$ cat config.mk
export PLATFORM = sky130hd
export DESIGN_NAME = zmodem_frame_receiver_top
export DESIGN_NICKNAME = d
export VERILOG_FILES = /design/src/design/zfr_pkg.sv /design/src/design/zfr_front.sv /design/src/design/zfr_queue.sv /design/src/design/zfr_back.sv /design/src/design/zmodem_frame_receiver_top.sv
export SDC_FILE = /design/constraint.sdc
export NUM_CORES = 1
export LEC_CHECK = 0
export BUFFER_PORTS_ARGS = -buffer_cell sky130_fd_sc_hd__buf_2
export CORE_MARGIN = 3
export CORE_UTILIZATION = 61
export CTS_CLUSTER_DIAMETER = 60
export DETAILED_ROUTE_END_ITERATION = 10
export PLACE_DENSITY_LB_ADDON = 0.2
export SKIP_LAST_GASP = 1
export SYNTH_ARGS = -nofsm -noshare
export SYNTH_HDL_FRONTEND = slang
export SYNTH_HIERARCHICAL = 1
export SYNTH_SLANG_ARGS = --single-unit
$ cat constraint.sdc
create_clock -name i_clk -period 11.76 [get_ports i_clk]
set_input_delay 1.176 -clock i_clk [delete_from_list [all_inputs] [get_ports i_clk]]
set_output_delay 1.176 -clock i_clk [all_outputs]
set_load 0.1 [all_outputs]
$ cat src/design/zfr_pkg.sv
`timescale 1ns / 1ps
// ----------------------------------------------------------------------------
// zfr_pkg: shared types and constants for the framed-byte receiver
// Command codes, event codes, header formats and the request type that the
// front part hands to the back part.
// ----------------------------------------------------------------------------
package zfr_pkg;

    localparam int PKT_BUF_SIZE = 1024;
    localparam int CANCEL_RUN   = 5;
    localparam int CNT_W        = $clog2(PKT_BUF_SIZE + 1);

    localparam logic [1:0] CMD_BYTE = 2'd0;
    localparam logic [1:0] CMD_DATA = 2'd1;
    localparam logic [1:0] CMD_ARM  = 2'd2;

    localparam logic [2:0] EV_HDR_OK  = 3'd0;
    localparam logic [2:0] EV_HDR_BAD = 3'd1;
    localparam logic [2:0] EV_PAYLOAD = 3'd2;
    localparam logic [2:0] EV_PKT_END = 3'd3;
    localparam logic [2:0] EV_CANCEL  = 3'd4;
    localparam logic [2:0] EV_OO      = 3'd5;
    localparam logic [2:0] EV_OVERFLW = 3'd6;

    localparam logic [1:0] FMT_HEX = 2'd0;
    localparam logic [1:0] FMT_B16 = 2'd1;
    localparam logic [1:0] FMT_B32 = 2'd2;

    localparam logic [7:0] CH_ZPAD = 8'h2a;
    localparam logic [7:0] CH_ZDLE = 8'h18;
    localparam logic [7:0] CH_XON  = 8'h11;
    localparam logic [7:0] CH_XOFF = 8'h13;
    localparam logic [7:0] CH_O    = 8'h4f;

    // request from front to back: a link byte that survived filtering,
    // a cancel, or a data-mode entry
    typedef struct packed {
        logic       cancel;
        logic       data_mode;
        logic [7:0] byte_val;
    } t_req;

endpackage

$ cat src/design/zfr_front.sv
`timescale 1ns / 1ps
// ----------------------------------------------------------------------------
// zfr_front: command intake and link filter
// Drops XON/XOFF, counts CAN runs, turns commands into requests for the
// back part. Arming OO is folded into the next request stream via a flag.
// ----------------------------------------------------------------------------
module zfr_front (
    input  logic          i_clk,
    input  logic          i_rst_n,
    input  logic          i_valid,
    output logic          o_ready,
    input  logic [1:0]    i_command,
    input  logic [7:0]    i_data_byte,
    output logic          o_req_valid,
    output logic          o_arm,
    output zfr_pkg::t_req o_req,
    input  logic          i_q_ready
);
    logic [2:0] r_cancel_run, n_cancel_run;
    logic       take;
    logic       is_can;

    assign o_ready = i_q_ready;
    assign take    = i_valid && o_ready;
    assign is_can  = (i_data_byte == zfr_pkg::CH_ZDLE);

    // cancel run counter, cleared on a non-CAN byte and when the run reaches CANCEL_RUN
    always_comb begin
        n_cancel_run = r_cancel_run;
        if (take && i_command == zfr_pkg::CMD_BYTE) begin
            if (is_can) begin
                n_cancel_run = (r_cancel_run < 3'd7) ? r_cancel_run + 3'd1 : r_cancel_run;
                if (n_cancel_run >= 3'(zfr_pkg::CANCEL_RUN)) n_cancel_run = 3'd0;
            end else begin
                n_cancel_run = 3'd0;
            end
        end
    end

    always_ff @(posedge i_clk) begin
        if (!i_rst_n) begin
            r_cancel_run <= 3'd0;
        end else begin
            r_cancel_run <= n_cancel_run;
        end
    end

    // classify
    always_comb begin
        o_req_valid    = 1'b0;
        o_arm          = 1'b0;
        o_req.cancel   = 1'b0;
        o_req.data_mode = 1'b0;
        o_req.byte_val = i_data_byte;
        if (take) begin
            case (i_command)
                zfr_pkg::CMD_DATA: begin
                    o_req_valid     = 1'b1;
                    o_req.data_mode = 1'b1;
                end
                zfr_pkg::CMD_ARM: begin
                    o_req_valid = 1'b1;
                    o_arm       = 1'b1;
                end
                zfr_pkg::CMD_BYTE: begin
                    if (is_can && r_cancel_run + 3'd1 >= 3'(zfr_pkg::CANCEL_RUN)) begin
                        o_req_valid  = 1'b1;
                        o_req.cancel = 1'b1;
                    end else if (i_data_byte != zfr_pkg::CH_XON &&
                                 i_data_byte != zfr_pkg::CH_XOFF) begin
                        o_req_valid = 1'b1;
                    end
                end
                default: ;
            endcase
        end
    end
endmodule

$ cat src/design/zfr_queue.sv
`timescale 1ns / 1ps
// ----------------------------------------------------------------------------
// zfr_queue: two-entry request queue
// Decouples the front part from the back part; ready reflects free space.
// ----------------------------------------------------------------------------
module zfr_queue (
    input  logic          i_clk,
    input  logic          i_rst_n,
    input  logic          i_push,
    input  logic          i_push_arm,
    input  zfr_pkg::t_req i_push_req,
    output logic          o_not_full,
    output logic          o_valid,
    output logic          o_arm,
    output zfr_pkg::t_req o_req,
    input  logic          i_pop
);
    logic          r_arm [2];
    zfr_pkg::t_req r_req [2];
    logic          r_wp, r_rp;
    logic [1:0]    r_cnt;

    assign o_not_full = (r_cnt != 2'd2);
    assign o_valid    = (r_cnt != 2'd0);
    assign o_arm      = r_arm[r_rp];
    assign o_req      = r_req[r_rp];

    // storage
    always_ff @(posedge i_clk) begin
        if (i_push) begin
            r_arm[r_wp] <= i_push_arm;
            r_req[r_wp] <= i_push_req;
        end
    end

    // pointers
    always_ff @(posedge i_clk) begin
        if (!i_rst_n) begin
            r_wp  <= 1'b0;
            r_rp  <= 1'b0;
            r_cnt <= 2'd0;
        end else begin
            if (i_push) r_wp <= ~r_wp;
            if (i_pop)  r_rp <= ~r_rp;
            r_cnt <= r_cnt + {1'b0, i_push} - {1'b0, i_pop};
        end
    end
endmodule

$ cat src/design/zfr_back.sv
`timescale 1ns / 1ps
// ----------------------------------------------------------------------------
// zfr_back: header and packet parser
// Hunts for frame starts, decodes headers, streams payload, runs both CRCs
// and holds one result in an output register.
// ----------------------------------------------------------------------------
module zfr_back (
    input  logic                      i_clk,
    input  logic                      i_rst_n,
    input  logic                      i_valid,
    input  logic                      i_arm,
    input  zfr_pkg::t_req             i_req,
    output logic                      o_pop,
    output logic                      o_valid,
    input  logic                      i_ready,
    output logic [2:0]                o_event_kind,
    output logic [7:0]                o_frame_type,
    output logic [31:0]               o_frame_info,
    output logic [1:0]                o_header_format,
    output logic [7:0]                o_payload_value,
    output logic [1:0]                o_end_kind,
    output logic                      o_crc_good,
    output logic [10:0]               o_payload_count
);
    typedef enum logic [6:0] {
        PH_HUNT   = 7'b0000001,
        PH_GOTPAD = 7'b0000010,
        PH_GOTO   = 7'b0000100,
        PH_FORMAT = 7'b0001000,
        PH_HIGH   = 7'b0010000,
        PH_LOW    = 7'b0100000,
        PH_DATA   = 7'b1000000
    } t_phase;

    t_phase      r_phase, n_phase;
    logic        r_esc, n_esc;
    logic        r_oo, n_oo;
    logic [1:0]  r_fmt, n_fmt;
    logic [3:0]  r_hpos, n_hpos;
    logic [7:0]  r_hb [5];
    logic [15:0] r_crc16, n_crc16;
    logic [31:0] r_crc32, n_crc32;
    logic [zfr_pkg::CNT_W-1:0] r_cnt, n_cnt;
    logic [2:0]  r_trail, n_trail;
    logic [1:0]  r_term, n_term;
    logic [3:0]  r_nib, n_nib;

    logic        hb_we;
    logic [7:0]  hb_wd;

    logic        emit;
    logic [2:0]  ev;
    logic [7:0]  ev_pay;
    logic [1:0]  ev_end;
    logic        ev_crc;
    logic [10:0] ev_cnt;
    logic        ev_hdr;

    logic        feed;
    logic [7:0]  feed_b;
    logic        crc_restart;

    logic        r_ovalid;

    logic [7:0]  c, ch;
    logic [4:0]  hx;
    logic [2:0]  trail;
    logic [15:0] c16;
    logic [31:0] c32;
    logic [zfr_pkg::CNT_W-1:0] cnt_inc;

    // one request per cycle while the output slot is free or draining
    assign o_pop   = i_valid && (!r_ovalid || i_ready);
    assign o_valid = r_ovalid;

    function automatic logic [7:0] unesc(input logic [7:0] b);
        if (b == 8'h6c) return 8'h7f;
        if (b == 8'h6d) return 8'hff;
        return b ^ 8'h40;
    endfunction

    // bit 4 set means not a hex digit
    function automatic logic [4:0] hexv(input logic [7:0] b);
        if (b >= 8'h30 && b <= 8'h39) return {1'b0, 4'(b - 8'h30)};
        if (b >= 8'h61 && b <= 8'h66) return {1'b0, 4'(b - 8'h57)};
        if (b >= 8'h41 && b <= 8'h46) return {1'b0, 4'(b - 8'h37)};
        return 5'h10;
    endfunction

    // bytewise CRC update for both polynomials
    always_comb begin
        c16 = r_crc16 ^ {feed_b, 8'h00};
        c32 = r_crc32 ^ {24'h0, feed_b};
        for (int i = 0; i < 8; i++) begin
            c16 = c16[15] ? ((c16 << 1) ^ 16'h1021) : (c16 << 1);
            c32 = c32[0] ? ((c32 >> 1) ^ 32'hedb88320) : (c32 >> 1);
        end
    end

    // main parse step
    always_comb begin
        n_phase = r_phase;
        n_esc   = r_esc;
        n_oo    = r_oo;
        n_fmt   = r_fmt;
        n_hpos  = r_hpos;
        n_cnt   = r_cnt;
        n_trail = r_trail;
        n_term  = r_term;
        n_nib   = r_nib;
        hb_we   = 1'b0;
        hb_wd   = 8'h00;
        emit    = 1'b0;
        ev      = zfr_pkg::EV_HDR_OK;
        ev_pay  = 8'h00;
        ev_end  = 2'd0;
        ev_crc  = 1'b0;
        ev_cnt  = 11'd0;
        ev_hdr  = 1'b0;
        feed    = 1'b0;
        feed_b  = 8'h00;
        crc_restart = 1'b0;
        c       = i_req.byte_val;
        ch      = c;
        hx      = 5'h10;
        trail   = (r_fmt == zfr_pkg::FMT_B32) ? 3'd5 : 3'd3;
        cnt_inc = r_cnt + 1'b1;
        if (o_pop) begin
            if (i_arm) begin
                n_oo = 1'b1;
            end else if (i_req.data_mode) begin
                n_phase = PH_DATA;
                n_esc   = 1'b0;
                n_cnt   = '0;
                n_trail = 3'd0;
                crc_restart = 1'b1;
            end else if (i_req.cancel) begin
                n_phase = PH_HUNT;
                n_esc   = 1'b0;
                emit    = 1'b1;
                ev      = zfr_pkg::EV_CANCEL;
            end else if (r_phase == PH_DATA) begin
                if (c == zfr_pkg::CH_ZDLE && !r_esc) begin
                    n_esc = 1'b1;
                end else if (r_cnt >= zfr_pkg::CNT_W'(zfr_pkg::PKT_BUF_SIZE)) begin
                    n_phase = PH_HUNT;
                    n_esc   = 1'b0;
                    n_cnt   = '0;
                    n_trail = 3'd0;
                    emit    = 1'b1;
                    ev      = zfr_pkg::EV_OVERFLW;
                end else begin
                    ch = c;
                    n_trail = r_trail;
                    if (r_esc) begin
                        if (c >= 8'h68 && c <= 8'h6b) begin
                            n_term  = 2'(c - 8'h68);
                            n_trail = trail;
                        end else begin
                            ch = unesc(c);
                        end
                        n_esc = 1'b0;
                    end
                    feed   = 1'b1;
                    feed_b = ch;
                    n_cnt  = cnt_inc;
                    if (n_trail == 3'd0) begin
                        emit   = 1'b1;
                        ev     = zfr_pkg::EV_PAYLOAD;
                        ev_pay = ch;
                    end else if (n_trail == 3'd1) begin
                        emit    = 1'b1;
                        ev      = zfr_pkg::EV_PKT_END;
                        ev_end  = n_term;
                        ev_crc  = (r_fmt == zfr_pkg::FMT_B32) ? (c32 == 32'hdebb20e3)
                                                              : (c16 == 16'h0000);
                        ev_cnt  = (cnt_inc >= zfr_pkg::CNT_W'(trail))
                                  ? 11'(cnt_inc - zfr_pkg::CNT_W'(trail)) : 11'd0;
                        n_phase = PH_HUNT;
                        n_cnt   = '0;
                        n_trail = 3'd0;
                    end else begin
                        n_trail = n_trail - 3'd1;
                    end
                end
            end else if (r_phase == PH_FORMAT || r_phase == PH_HIGH || r_phase == PH_LOW) begin
                if (c == zfr_pkg::CH_ZDLE && !r_esc) begin
                    n_esc = 1'b1;
                end else begin
                    if (r_esc) begin
                        ch    = unesc(c);
                        n_esc = 1'b0;
                    end
                    hx = hexv(ch);
                    if (r_phase == PH_FORMAT) begin
                        if (ch == 8'h42 || ch == 8'h41 || ch == 8'h43) begin
                            n_fmt  = (ch == 8'h42) ? zfr_pkg::FMT_HEX :
                                     (ch == 8'h41) ? zfr_pkg::FMT_B16 : zfr_pkg::FMT_B32;
                            n_hpos = 4'd0;
                            crc_restart = 1'b1;
                            n_phase = PH_HIGH;
                        end else begin
                            n_phase = PH_HUNT;
                            emit    = 1'b1;
                            ev      = zfr_pkg::EV_HDR_BAD;
                        end
                    end else if (r_phase == PH_HIGH && r_fmt == zfr_pkg::FMT_HEX) begin
                        if (hx[4]) begin
                            n_phase = PH_HUNT;
                            emit    = 1'b1;
                            ev      = zfr_pkg::EV_HDR_BAD;
                        end else begin
                            n_nib   = hx[3:0];
                            n_phase = PH_LOW;
                        end
                    end else if (r_phase == PH_LOW && (r_fmt != zfr_pkg::FMT_HEX || hx[4])) begin
                        n_phase = PH_HUNT;
                        emit    = 1'b1;
                        ev      = zfr_pkg::EV_HDR_BAD;
                    end else begin
                        hb_wd  = (r_phase == PH_LOW) ? {r_nib, hx[3:0]} : ch;
                        hb_we  = (r_hpos < 4'd5);
                        feed   = 1'b1;
                        feed_b = hb_wd;
                        n_hpos = r_hpos + 4'd1;
                        if (n_hpos >= 4'd9 ||
                            (r_fmt != zfr_pkg::FMT_B32 && n_hpos >= 4'd7)) begin
                            n_phase = PH_HUNT;
                            emit    = 1'b1;
                            if ((r_fmt == zfr_pkg::FMT_B32) ? (c32 == 32'hdebb20e3)
                                                            : (c16 == 16'h0000)) begin
                                ev     = zfr_pkg::EV_HDR_OK;
                                ev_hdr = 1'b1;
                            end else begin
                                ev = zfr_pkg::EV_HDR_BAD;
                            end
                        end else begin
                            n_phase = (r_phase == PH_LOW) ? PH_HIGH : r_phase;
                        end
                    end
                end
            end else begin
                // frame hunt
                if (c == zfr_pkg::CH_ZPAD) begin
                    n_phase = PH_GOTPAD;
                end else if (c == zfr_pkg::CH_ZDLE) begin
                    if (r_phase == PH_GOTPAD) begin
                        n_oo    = 1'b0;
                        n_phase = PH_FORMAT;
                    end else begin
                        n_phase = PH_HUNT;
                    end
                end else if (c == zfr_pkg::CH_O && r_oo) begin
                    if (r_phase == PH_GOTO) begin
                        n_oo    = 1'b0;
                        n_phase = PH_HUNT;
                        emit    = 1'b1;
                        ev      = zfr_pkg::EV_OO;
                    end else begin
                        n_phase = PH_GOTO;
                    end
                end else begin
                    n_phase = PH_HUNT;
                end
            end
        end
    end

    // control state
    always_ff @(posedge i_clk) begin
        if (!i_rst_n) begin
            r_phase  <= PH_HUNT;
            r_esc    <= 1'b0;
            r_oo     <= 1'b0;
            r_fmt    <= zfr_pkg::FMT_HEX;
            r_hpos   <= 4'd0;
            r_crc16  <= 16'h0000;
            r_crc32  <= 32'hffffffff;
            r_cnt    <= '0;
            r_trail  <= 3'd0;
            r_term   <= 2'd0;
            r_nib    <= 4'd0;
            r_ovalid <= 1'b0;
        end else begin
            r_phase <= n_phase;
            r_esc   <= n_esc;
            r_oo    <= n_oo;
            r_fmt   <= n_fmt;
            r_hpos  <= n_hpos;
            r_cnt   <= n_cnt;
            r_trail <= n_trail;
            r_term  <= n_term;
            r_nib   <= n_nib;
            if (crc_restart) begin
                r_crc16 <= 16'h0000;
                r_crc32 <= 32'hffffffff;
            end else if (feed) begin
                r_crc16 <= c16;
                r_crc32 <= c32;
            end
            if (emit)
                r_ovalid <= 1'b1;
            else if (i_ready)
                r_ovalid <= 1'b0;
        end
    end

    // header byte store
    always_ff @(posedge i_clk) begin
        if (hb_we) r_hb[r_hpos[2:0]] <= hb_wd;
    end

    // result register
    always_ff @(posedge i_clk) begin
        if (emit) begin
            o_event_kind    <= ev;
            o_header_format <= n_fmt;
            o_payload_value <= ev_pay;
            o_end_kind      <= ev_end;
            o_crc_good      <= ev_crc;
            o_payload_count <= ev_cnt;
            o_frame_type    <= 8'h00;
            o_frame_info    <= 32'h0;
            if (ev_hdr) begin
                // the last stored byte may still be in flight this cycle
                o_frame_type <= r_hb[0];
                o_frame_info <= {(hb_we && r_hpos == 4'd4) ? hb_wd : r_hb[4],
                                 r_hb[3], r_hb[2], r_hb[1]};
            end
        end
    end
endmodule

$ cat src/design/zmodem_frame_receiver_top.sv
`timescale 1ns / 1ps
// ----------------------------------------------------------------------------
// zmodem_frame_receiver_top: framed-byte receiver
// Link filter and cancel detect in front, header/packet parser behind,
// joined by a two-entry request queue.
// ----------------------------------------------------------------------------
//  channel | direction | handshake           | payload
//  input   | in        | i_valid / o_ready   | i_command, i_data_byte
//  output  | out       | o_valid / i_ready   | o_event_kind .. o_payload_count
//
//  One item per cycle sustained while results drain; the queue takes the
//  request at the accepting edge and the parser loads its result register as
//  it pops. The byte-wide CRC update in the parser sets the cycle time.
//  Synchronous active-low reset clears all control state.
//  When the result register stalls, the queue fills and o_ready drops.
// ----------------------------------------------------------------------------
module zmodem_frame_receiver_top (
    input  logic        i_clk,
    input  logic        i_rst_n,
    input  logic        i_valid,
    output logic        o_ready,
    input  logic [1:0]  i_command,
    input  logic [7:0]  i_data_byte,
    output logic        o_valid,
    input  logic        i_ready,
    output logic [2:0]  o_event_kind,
    output logic [7:0]  o_frame_type,
    output logic [31:0] o_frame_info,
    output logic [1:0]  o_header_format,
    output logic [7:0]  o_payload_value,
    output logic [1:0]  o_end_kind,
    output logic        o_crc_good,
    output logic [10:0] o_payload_count
);
    logic          push, push_arm, q_nf, q_valid, q_arm, pop;
    zfr_pkg::t_req push_req, q_req;

    zfr_front u_front (
        .i_clk(i_clk), .i_rst_n(i_rst_n),
        .i_valid(i_valid), .o_ready(o_ready),
        .i_command(i_command), .i_data_byte(i_data_byte),
        .o_req_valid(push), .o_arm(push_arm), .o_req(push_req),
        .i_q_ready(q_nf)
    );

    zfr_queue u_queue (
        .i_clk(i_clk), .i_rst_n(i_rst_n),
        .i_push(push), .i_push_arm(push_arm), .i_push_req(push_req),
        .o_not_full(q_nf), .o_valid(q_valid), .o_arm(q_arm), .o_req(q_req),
        .i_pop(pop)
    );

    zfr_back u_back (
        .i_clk(i_clk), .i_rst_n(i_rst_n),
        .i_valid(q_valid), .i_arm(q_arm), .i_req(q_req), .o_pop(pop),
        .o_valid(o_valid), .i_ready(i_ready),
        .o_event_kind(o_event_kind), .o_frame_type(o_frame_type),
        .o_frame_info(o_frame_info), .o_header_format(o_header_format),
        .o_payload_value(o_payload_value), .o_end_kind(o_end_kind),
        .o_crc_good(o_crc_good), .o_payload_count(o_payload_count)
    );

`ifndef SYNTHESIS
    // a stalled result must keep its event code
    a_hold: assert property (@(posedge i_clk) disable iff (!i_rst_n)
        o_valid && !i_ready |=> o_valid && $stable(o_event_kind))
        else $error("result changed while stalled");

    // queue never pushed while full
    a_nofull: assert property (@(posedge i_clk) disable iff (!i_rst_n)
        push |-> q_nf)
        else $error("push into full queue");

    // pop only with data present
    a_pop: assert property (@(posedge i_clk) disable iff (!i_rst_n)
        pop |-> q_valid)
        else $error("pop from empty queue");
`endif
endmodule
==> results of run 1 <==
[metal layers]
metal  global-route usage [%]  vias to the layer above  wire, um
met5                        0                        -         0
met4                     6.30                        0       571
met3                     3.42                       47      1990
met2                     39.1                      332     12200
met1                     35.7                     4210     12100
li1                         -                     4234         -
[metrics by stage]
step                      area, um^2  power (mW)  setup WS [ns]  hold WS [ns]  instances
after floorplan                12100        1.32           2.29         0.440       1149
after global placement         12600        1.40           4.78         0.449       1436
after detailed placement       12600        1.40           4.49         0.459       1436
after CTS                      13400        2.16           4.45         0.467       1480
after global routing           13400        2.23           3.87         0.487       1480
final                          13400        2.15           4.29         0.466       1480
[layout make-up]
class,count,share of cell area [%]
flip-flops and latches,221,42.6
inverters,25,0.700
repair buffers,94,3.73
clock buffers,31,4.84
well taps,260,2.43
clock inverters,13,1.17
multi-input cells,836,44.5
[flip-flops by register name (all words and copies together), names as in the netlist, 2 cells and up, named ones only]
| register | cells |
|---|---|
| u_back/o_frame_info | 32 |
| u_back/r_crc16 | 16 |
| u_back/o_end_kind | 2 |
| u_queue/r_req | 20 |
| u_back/r_nib | 4 |
| u_back/r_hb | 40 |
| u_back/o_payload_value | 8 |
| u_back/r_trail | 3 |
| u_queue/r_arm | 2 |
| u_back/o_header_format | 2 |
| u_back/r_cnt | 11 |
| u_back/o_frame_type | 8 |
| u_back/r_fmt | 2 |
| u_queue/r_cnt | 2 |
| u_back/o_event_kind | 3 |
| u_front/r_cancel_run | 3 |
| u_back/o_payload_count | 11 |
| u_back/r_phase | 7 |
| u_back/r_term | 2 |
| u_back/r_hpos | 4 |
| u_back/r_crc32 | 32 |
[placed cells by master (no fill, tap or decap), drive strengths merged, types with 5 or more instances in the layout]
master / n
and2: 26
o21ai: 46
ha: 24
mux2: 11
inv: 27
xor2: 45
a211oi: 12
o211ai: 30
or3: 10
clkinv: 7
o21a: 7
xnor3: 6
nor2b: 23
nor2: 105
a22oi: 11
buf: 94
dfxtp: 92
nand2b: 8
nand2: 103
nor4: 15
clkbuf: 31
nor3: 30
o211a: 5
nand4: 10
a21boi: 9
a31oi: 6
edfxtp: 129
nand3b: 5
xnor2: 79
mux2i: 20
or2: 5
nand3: 36
a21oi: 35
and3: 9
nor3b: 47
[power by group through the flow]
stage,clock (mW),sequential [mW],combinational [mW]
after floorplan,0,1.05,0.264
after global placement,0,0.895,0.500
after detailed placement,0,0.897,0.502
after CTS,0.773,0.880,0.504
after global routing,0.811,0.883,0.538
final,0.757,0.880,0.511
[worst paths after layout]
path | to | cells after the start | start | slack (ns)
worst max-delay path | u_back/o_event_kind[0] | 20 | register | 4.29
worst min-delay path | u_back/r_term[0] | 2 | u_back/r_term[0] | 0.47
worst max register to register | u_back/o_event_kind[0] | 20 | register | 4.29
worst min register to register | u_back/r_term[0] | 2 | u_back/r_term[0] | 0.47
[cells by family after synthesis]
kind of cell	after synthesis	synth area share (%)
buffers and inverters	92	3.51
DFF	221	47.3
adders and majority gates	24	2.49
muxes	31	2.68
and+or+nand+nor	450	21.6
AOI/OAI and AO/OA	199	11.6
xor gates and xnor gates	132	10.8
[critical path, delay by kind of cell (launching register included)]
kind	cells	cell delay (ns)
muxes	1	0.53
xor gates and xnor gates	2	1.26
buffers and inverters	2	0.50
adders and majority gates	2	0.49
and+or+nand+nor	4	1.37
AOI/OAI and AO/OA	9	2.45
DFF	1	0.58
==> summary.txt, run 1 <==
Logic synthesis
  – Ys Warns: 6
  – Most common cell in the netlist: edfxtp_1
  – Area of the mapped netlist: 12,100 um^2
  – Synth top area cells: edfxtp_1 32%, dfxtp_1 15%, xnor2_1 5.5%, nor3b_2 4.0%, nor2_1 3.3%
  – Netlist cell types: 86
  – Post-synth ARST share: 0%
  – Yosys top cell by area: edfxtp_1
  – Sequential fraction of the synthesis area: 47.3%
  – Syn Inst Count: 1,149
  – Post-Syn Nets: 1,187
  – Top cells by count, synth: 129 x edfxtp_1, 105 x nor2_1, 103 x nand2_1, 92 x dfxtp_1, 76 x xnor2_1
  – Syn avg cell area: 10.5 um^2
  – Yosys top cell area share: 32.1%
  – Post-synthesis sequential element count: 221
  – Primary FF master, synth: edfxtp_1
  – Post-synth EDFFs: 129

Timing
  – Rel. slew slack: 13.1%
  – Endpoints failing setup: 0
  – Tmin final: 7.47 ns
  – Least-Margin Pin Slew: 1.29 ns
  – RSZ-0062 raised after global routing: no
  – Final setup TNS: 0 ns
  – Clk_skew: 0.00796 ns
  – Maximum clock rate: 134 MHz
  – Fin. Hold Viols: 0
  – Tcrit/Tclk final: 63.5%
  – Slew Viols, Final: 0

Clocking
  – Clock root buffer: clkbuf_16
  – Clock transition at path regs: 0.06 ns
  – Clk sinks: 221
  – CTS Buffer Depth: 3
  – CTS buffer count: 24
  – CTS tree: built
  – Post-CTS Setup Inserts: 0
  – Post-cts gate resize count: 0
  – # hold bufs at CTS: 0
  – Worst skew pair latency: 0.51 ns
  – H-tree depth: 1

Setup path
  – Setup Crit Path Kind: register to register
  – WP data arrival: 7.72 ns
  – CP Capture Type: register
  – Crit-path max FO: 42
  – Crit path required time: 12.02 ns
  – Worst setup SP type: register
  – Slowest cell delay on critical path: 0.84 ns
  – Crit-path cells: mux2_2 > nor4bb_1 > a21oi_1 > ha_1 > or4_1 > o311a_1 > o32ai_2 > o21bai_1 > o211ai_1 > xor2_1 > xor2_1 > inv_1 > ha_1 > nand2_1 > nor4_1 > o2111ai_1 > a2111oi_4 > a41oi_4 > buf_4 > o21a_1
  – Slowest-stage cell, CP: xor2_1

Cells and area
  – Layout area overhead: 11.0%
  – Net count, final: 1,240
  – Filler cells: 1,379
  – # diodes: 0
  – FF/Latch Area: 5720 um^2
  – Layout cell share with drive strength beyond 1: 17.5%
  – Multi-input gate area: 5960 um^2
  – Final Util: 70.2%

GRT
  – Global-route wire length before repair: 43,700 um
  – Grt total ovfl: 0
  – Initial antenna violation count: 0
  – Vias in the first global route: 8,288
  – Total global-route track usage: 24.6%
  – Pin count of the biggest net entering global routing: 79

Floorplanning
  – Core ar.: 19,100 um^2
  – IO Count: 83
  – Site Rows: 50
  – Chip Height: 147 um
  – Die Area: 21,500 um^2
  – Die width: 147 um
  – Starting Density: 63.3%

Place
  – PortBufs: 82
  – Hpwl dp: 18,800 um
  – GP Congestion: 0.960

Power
  – Combinational fraction of design power: 23.8%
  – PD cells: 160 nW/um^2
  – Peak VDD IR: 0.101 mV
  – Int Power: 1.44 mW
  – Psw: 0.710 mW
  – LEAKAGE: 5.00 nW
  – Sw Share: 33.1%
  – Clock share of power: 35.3%
  – Seq pwr share: 41.0%

Detailed routing
  – Final WL: 26,900 um
  – DR WL/cell: 18.2 um
  – DR iter-0 viols: 774
  – Total number of vias: 8,823
  – Vias per cell: 5.96
  – Drt pass-1 iters: 6
  – Post-route ant nets: 0
  – Drc violations: 0

Run status
  – Outcome: completed

Hold path
  – Hold Crit Class: register to register

Job
  – Max-Cap Viols: 0
(Power assumes the default switching activity.)
==> run 2, diff against run 1 <==
==> constraint.sdc (replaced) <==
create_clock -name i_clk -period 7.8 [get_ports i_clk]
set_input_delay 0.78 -clock i_clk [delete_from_list [all_inputs] [get_ports i_clk]]
set_output_delay 0.78 -clock i_clk [all_outputs]
set_load 0.1 [all_outputs]
==> summary.txt, run 2 (synthesized netlist as in run 1, its figures left out) <==
Setup path
  – Reg2Reg Depth: 20 (unchanged)
  – Slowest-stage cell, CP: dfxtp_1
  – Slowest cell delay on critical path: 0.59 ns (-0.25 ns)
  – Worst setup SP type: register
  – R2R Setup Slk: 0.84 ns (-3.45 ns)
  – Crit path required time: 8.12 ns (-3.90 ns)
  – CP Capture Type: register
  – WP data arrival: 7.28 ns (-0.44 ns)
  – Crit-path max FO: 29 (-31%)
  – Worst setup path end: u_back/o_frame_info[9]
  – Reg2reg end: u_back/o_frame_info[9]
  – Setup Crit Path Kind: register to register
  – Crit-path cells: mux2_2 > nor4bb_1 > a21oi_1 > ha_1 > or4_1 > o311a_1 > o32ai_2 > o21bai_1 > nand2_1 > a2bb2oi_2 > xor2_1 > inv_1 > ha_1 > nand2_1 > nor4_1 > o2111ai_1 > a2111oi_4 > a41oi_4 > buf_12 > nor3b_1

Cells and area
  – Most common cell after layout, fill and taps aside: edfxtp_1
  – Most frequent cells in the layout: 129 x edfxtp_1, 105 x nor2_1, 101 x nand2_1
  – Max reg flops: 40 (unchanged)
  – Layout area overhead: 10.4%
  – Net count, final: 1,239 (-0.081%)
  – Design area: 13,300 um^2 (-0.56%)
  – Layout cell share with drive strength beyond 1: 17.4% (-0.11 points)
  – Filler cells: 1,418 (+2.8%)
  – # diodes: 0 (unchanged)

Detailed routing
  – Drt pass-1 iters: 5 (-1)
  – Post-route ant nets: 0 (unchanged)
  – Final WL: 26,600 um (-1.1%)
  – DR WL/cell: 18.0 um (-0.84%)
  – Drc violations: 0 (unchanged)
  – Total number of vias: 8,675 (-1.7%)
  – Vias per cell: 5.88 (-1.4%)
  – DR iter-0 viols: 566 (-27%)

Floorplanning
  – Starting Density: 63.3% (unchanged)
  – Core ar.: 19,100 um^2 (unchanged)
  – Die width: 147 um (unchanged)
  – Site Rows: 50 (unchanged)
  – Die Area: 21,500 um^2 (unchanged)
  – Chip Height: 147 um (unchanged)
  – IO Count: 83 (unchanged)

GRT
  – Global-route wire length before repair: 42,900 um (-1.9%)
  – Total global-route track usage: 24.3% (-0.24 points)
  – Vias in the first global route: 8,032 (-3.1%)
  – Grt total ovfl: 0 (unchanged)
  – Pin count of the biggest net entering global routing: 69 (-13%)
  – Initial antenna violation count: 0 (unchanged)

Clocking
  – # hold bufs at CTS: 0 (unchanged)
  – Post-CTS Setup Inserts: 0 (unchanged)
  – CTS buffer count: 23 (-4.2%)
  – CTS tree: built
  – H-tree depth: 1 (unchanged)
  – Clk sinks: 221 (unchanged)
  – Post-cts gate resize count: 0 (unchanged)
  – Worst skew pair latency: 0.51 ns (about the same)
  – Clock root buffer: clkbuf_16
  – Clock transition at path regs: 0.06 ns (about the same)
  – CTS Buffer Depth: 3 (unchanged)

Timing
  – Clk_skew: 0.0215 ns (+0.0136 ns)
  – Hold slack: 0.470 ns (+0.00347 ns)
  – Rel. slew slack: 18.5% (+5.3 points)
  – Endpoints failing setup: 0 (unchanged)
  – Slew Viols, Final: 0 (unchanged)
  – Fin. Hold Viols: 0 (unchanged)
  – Final setup TNS: 0 ns (unchanged)
  – Maximum clock rate: 144 MHz (+7.3%)
  – Tcrit/Tclk final: 89.2% (+26 points)
  – Tmin final: 6.96 ns (-0.511 ns)
  – RSZ-0062 raised after global routing: no
  – Least-Margin Pin Slew: 1.21 ns (-0.0795 ns)

Hold path
  – HP Start: u_back/r_term[0]
  – Hold Crit Class: register to register

Run status
  – Outcome: completed

Power
  – PD cells: 235 nW/um^2 (+47%)
  – LEAKAGE: 4.96 nW (-0.83%)
  – Peak VDD IR: 0.239 mV (+140%)

Place
  – GP Congestion: 0.930 (-3.2%)
  – Placed cell area: 12,600 um^2 (about the same)
  – PortBufs: 82 (unchanged)
  – Hpwl dp: 18,700 um (-0.54%)

Job
  – Max-Cap Viols: 0 (unchanged)
run 2: cell count changes in the layout (fill, tap and decap cells not counted), moves of 2 or more:
cell       before  now
bufinv_16       3    1
clkbuf_16      25   23
clkbuf_8        0    3
inv_8           2    0
inv_6           0    2
run 2: stage by stage:
step	worst slack (ns)	power (mW)	std cells	utilization, %
after detailed placement	0.913	2.11	1436	66.1
after floorplan	0.707	1.98	1149	-
final	0.844	3.13	1476	69.9
after CTS	0.910	3.15	1476	69.9
after global routing	0.313	3.26	1476	69.9
after global placement	1.15	2.11	1436	66.1
run 2: worst min-delay path by stage:
stage / to / slack (ns) / depth (start not counted)
after detailed placement: u_back/r_term[0] / 0.47 / 2
final: u_back/r_term[0] / 0.47 / 2
after global routing: u_queue/r_req[0][4] / 0.48 / 1
after floorplan: u_back/r_term[0] / 0.44 / 2
after CTS: u_back/r_term[0] / 0.47 / 2
after global placement: u_back/r_crc16[10] / 0.46 / 2
run 2: critical path, delay by kind of cell, from the launching register on:
kind,cells,cell delay (ns)
fa+ha+maj,2,0.47
compound gates,8,2.69
xor+xnor,1,0.34
simple gates,6,1.68
mux,1,0.51
buf+inv,2,0.45
flops,1,0.59
run 2: metal layers:
layer / global-route usage (%) / wire length, um
met1: 36.4 / 12200
met2: 37.1 / 11900
met3: 4.16 / 1910
met4: 6.11 / 587
met5: 0 / 0
run 2: power breakdown:
part           leakage, nW  internal (mW)  switching [mW]
clock                0.348          0.605           0.435
sequential            2.02           1.30          0.0292
combinational         2.59          0.181           0.584
run 2: final cells by class:
class	count	area, um^2	area share (%)
multi-input cells	836	5960	44.7
flip-flops and latches	221	5720	42.9
clock buffers	31	636	4.77
repair buffers	94	513	3.85
well taps	260	325	2.44
inverters	25	93.8	0.704
clock inverters	9	81.3	0.610
==> run 3, diff against run 2 <==
--- a/config.mk
+++ b/config.mk
@@ -5,11 +5,11 @@
 export SDC_FILE = /design/constraint.sdc
 export NUM_CORES = 1
 export LEC_CHECK = 0
-export BUFFER_PORTS_ARGS = -buffer_cell sky130_fd_sc_hd__buf_2
 export CORE_MARGIN = 3
-export CORE_UTILIZATION = 61
+export CORE_UTILIZATION = 64
 export CTS_CLUSTER_DIAMETER = 60
 export DETAILED_ROUTE_END_ITERATION = 10
+export DONT_BUFFER_PORTS = 1
 export PLACE_DENSITY_LB_ADDON = 0.2
 export SKIP_LAST_GASP = 1
 export SYNTH_ARGS = -nofsm -noshare
==> summary.txt, run 3 (synthesized netlist as in run 1, its figures left out) <==
Run status
  – Outcome: completed

Hold path
  – Worst Hold Depth: 0 (-2)
  – Hold Crit Class: primary input to register

Cells and area
  – Design area: 13,000 um^2 (-2.7%)
  – Net count, final: 1,159 (-6.5%)
  – Most common cell after layout, fill and taps aside: edfxtp_1
  – # diodes: 0 (unchanged)
  – Final Util: 71.0% (+1.2 points)
  – Max reg flops: 40 (unchanged)
  – Most frequent cells in the layout: 129 x edfxtp_1, 105 x nor2_1, 101 x nand2_1
  – Filler cells: 1,310 (-7.6%)
  – Layout area overhead: 7.43%
  – Layout cell share with drive strength beyond 1: 11.7% (-5.7 points)

Clocking
  – Post-CTS Setup Inserts: 0 (unchanged)
  – CTS tree: built
  – Worst skew pair latency: 0.51 ns (about the same)
  – Post-cts gate resize count: 0 (unchanged)
  – Clk sinks: 221 (unchanged)
  – CTS buffer count: 23 (unchanged)
  – # hold bufs at CTS: 0 (unchanged)
  – Clock root buffer: clkbuf_16
  – H-tree depth: 1 (unchanged)
  – Clock transition at path regs: 0.06 ns (about the same)
  – CTS Buffer Depth: 3 (unchanged)

Floorplanning
  – Die Area: 20,600 um^2 (-4.5%)
  – Site Rows: 49 (-2.0%)
  – Chip Height: 143 um (-2.3%)
  – Core ar.: 18,300 um^2 (-4.2%)
  – Starting Density: 66.1% (+2.8 points)
  – Die width: 143 um (-2.3%)
  – IO Count: 83 (unchanged)

Power
  – LEAKAGE: 4.69 nW (-5.4%)
  – Tot Pwr: 3.21 mW (+2.6%)
  – PD cells: 248 nW/um^2 (+5.4%)
  – Peak VDD IR: 0.170 mV (-29%)

Setup path
  – Reg2Reg Depth: 20 (unchanged)
  – WP data arrival: 7.16 ns (-0.12 ns)
  – Worst setup SP type: register
  – Crit-path max FO: 26 (-10%)
  – CP Capture Type: register
  – Crit path required time: 8.11 ns (about the same)
  – Setup Crit Path Kind: register to register

GRT
  – Initial antenna violation count: 0 (unchanged)
  – Vias in the first global route: 8,041 (+0.11%)
  – Grt total ovfl: 0 (unchanged)
  – Global-route wire length before repair: 43,600 um (+1.7%)
  – Total global-route track usage: 26.6% (+2.3 points)
  – Pin count of the biggest net entering global routing: 69 (unchanged)

Job
  – Max-Cap Viols: 0 (unchanged)

Detailed routing
  – Drt pass-1 iters: 6 (+1)
  – Post-route ant nets: 0 (unchanged)
  – Total number of vias: 8,528 (-1.7%)
  – Final WL: 27,100 um (+1.9%)
  – DR WL/cell: 19.8 um (+10%)
  – Drc violations: 0 (unchanged)
  – DR iter-0 viols: 755 (+33%)
  – Vias per cell: 6.24 (+6.1%)

Timing
  – RSZ-0062 raised after global routing: no
  – Rel. slew slack: 18.1% (-0.33 points)
  – Hold slack: 0.360 ns (-0.110 ns)
  – Endpoints failing setup: 0 (unchanged)
  – Clk_skew: 0.0125 ns (-0.00908 ns)
  – Maximum clock rate: 146 MHz (+1.5%)
  – Final setup TNS: 0 ns (unchanged)
  – Tmin final: 6.85 ns (-0.106 ns)
  – Least-Margin Pin Slew: 1.22 ns (+0.00989 ns)
  – Tcrit/Tclk final: 87.8% (-1.4 points)
  – Fin. Hold Viols: 0 (unchanged)
  – Slew Viols, Final: 0 (unchanged)

Place
  – PortBufs: 0 (-100%)
  – GP Congestion: 0.963 (+3.6%)
  – Placed cell area: 12,200 um^2 (-3.5%)
  – Hpwl dp: 19,000 um (+1.3%)
[run 3: worst paths after layout]
check	from	to	slack, ns
worst max register to register	register	u_back/o_frame_info[15]	0.95
worst min register to register	u_back/r_term[1]	u_back/r_term[1]	0.46
worst max-delay path	register	u_back/o_frame_info[15]	0.95
worst min-delay path	i_data_byte[2]	u_queue/r_req[0][2]	0.36
[run 3: routing by layer]
layer  part of all wire (%)  track usage [%]
met1                     45             37.6
met2                     46             42.0
met3                    6.4             4.99
met4                    3.1             8.37
met5                      0                0
[run 3: cell type report]
type / instances / area (um^2) / share of cell area, %
clock inverter: 15 / 218 / 1.68
timing repair buffer: 14 / 105 / 0.810
clock buffer: 27 / 591 / 4.55
sequential: 221 / 5720 / 44.1
tap: 229 / 287 / 2.21
multi-input combinational: 836 / 5960 / 46.0
inverter: 25 / 93.8 / 0.723
[run 3: power breakdown]
| group | internal (mW) | leakage, nW | switching (mW) |
|---|---|---|---|
| logic | 0.157 | 2.28 | 0.334 |
| registers | 1.30 | 2.02 | 0.269 |
| clock network | 0.712 | 0.387 | 0.443 |
[run 3: stage by stage]
stage | instances | worst slack, ns
floorplan | 1149 | 0.707
global placement | 1325 | 1.37
detailed placement | 1325 | 1.18
CTS | 1367 | 1.08
global route | 1367 | 0.491
finish | 1367 | 0.950
[run 3: critical path, cell delays in order (launching register included)]
cell and delay (ns):
dfxtp_1 0.59, mux2_2 0.50, nor4bb_1 0.40, a21oi_1 0.24, ha_1 0.31, or4_1 0.56, o311a_1 0.32, o32ai_2 0.31
o21bai_1 0.28, nand2_1 0.16, a2bb2oi_2 0.56, xor2_1 0.34, inv_1 0.12, ha_1 0.14, nand2_1 0.05, nor4_1 0.42
o2111ai_1 0.25, a2111oi_4 0.32, a41oi_4 0.17, buf_4 0.31, nor3b_2 0.29
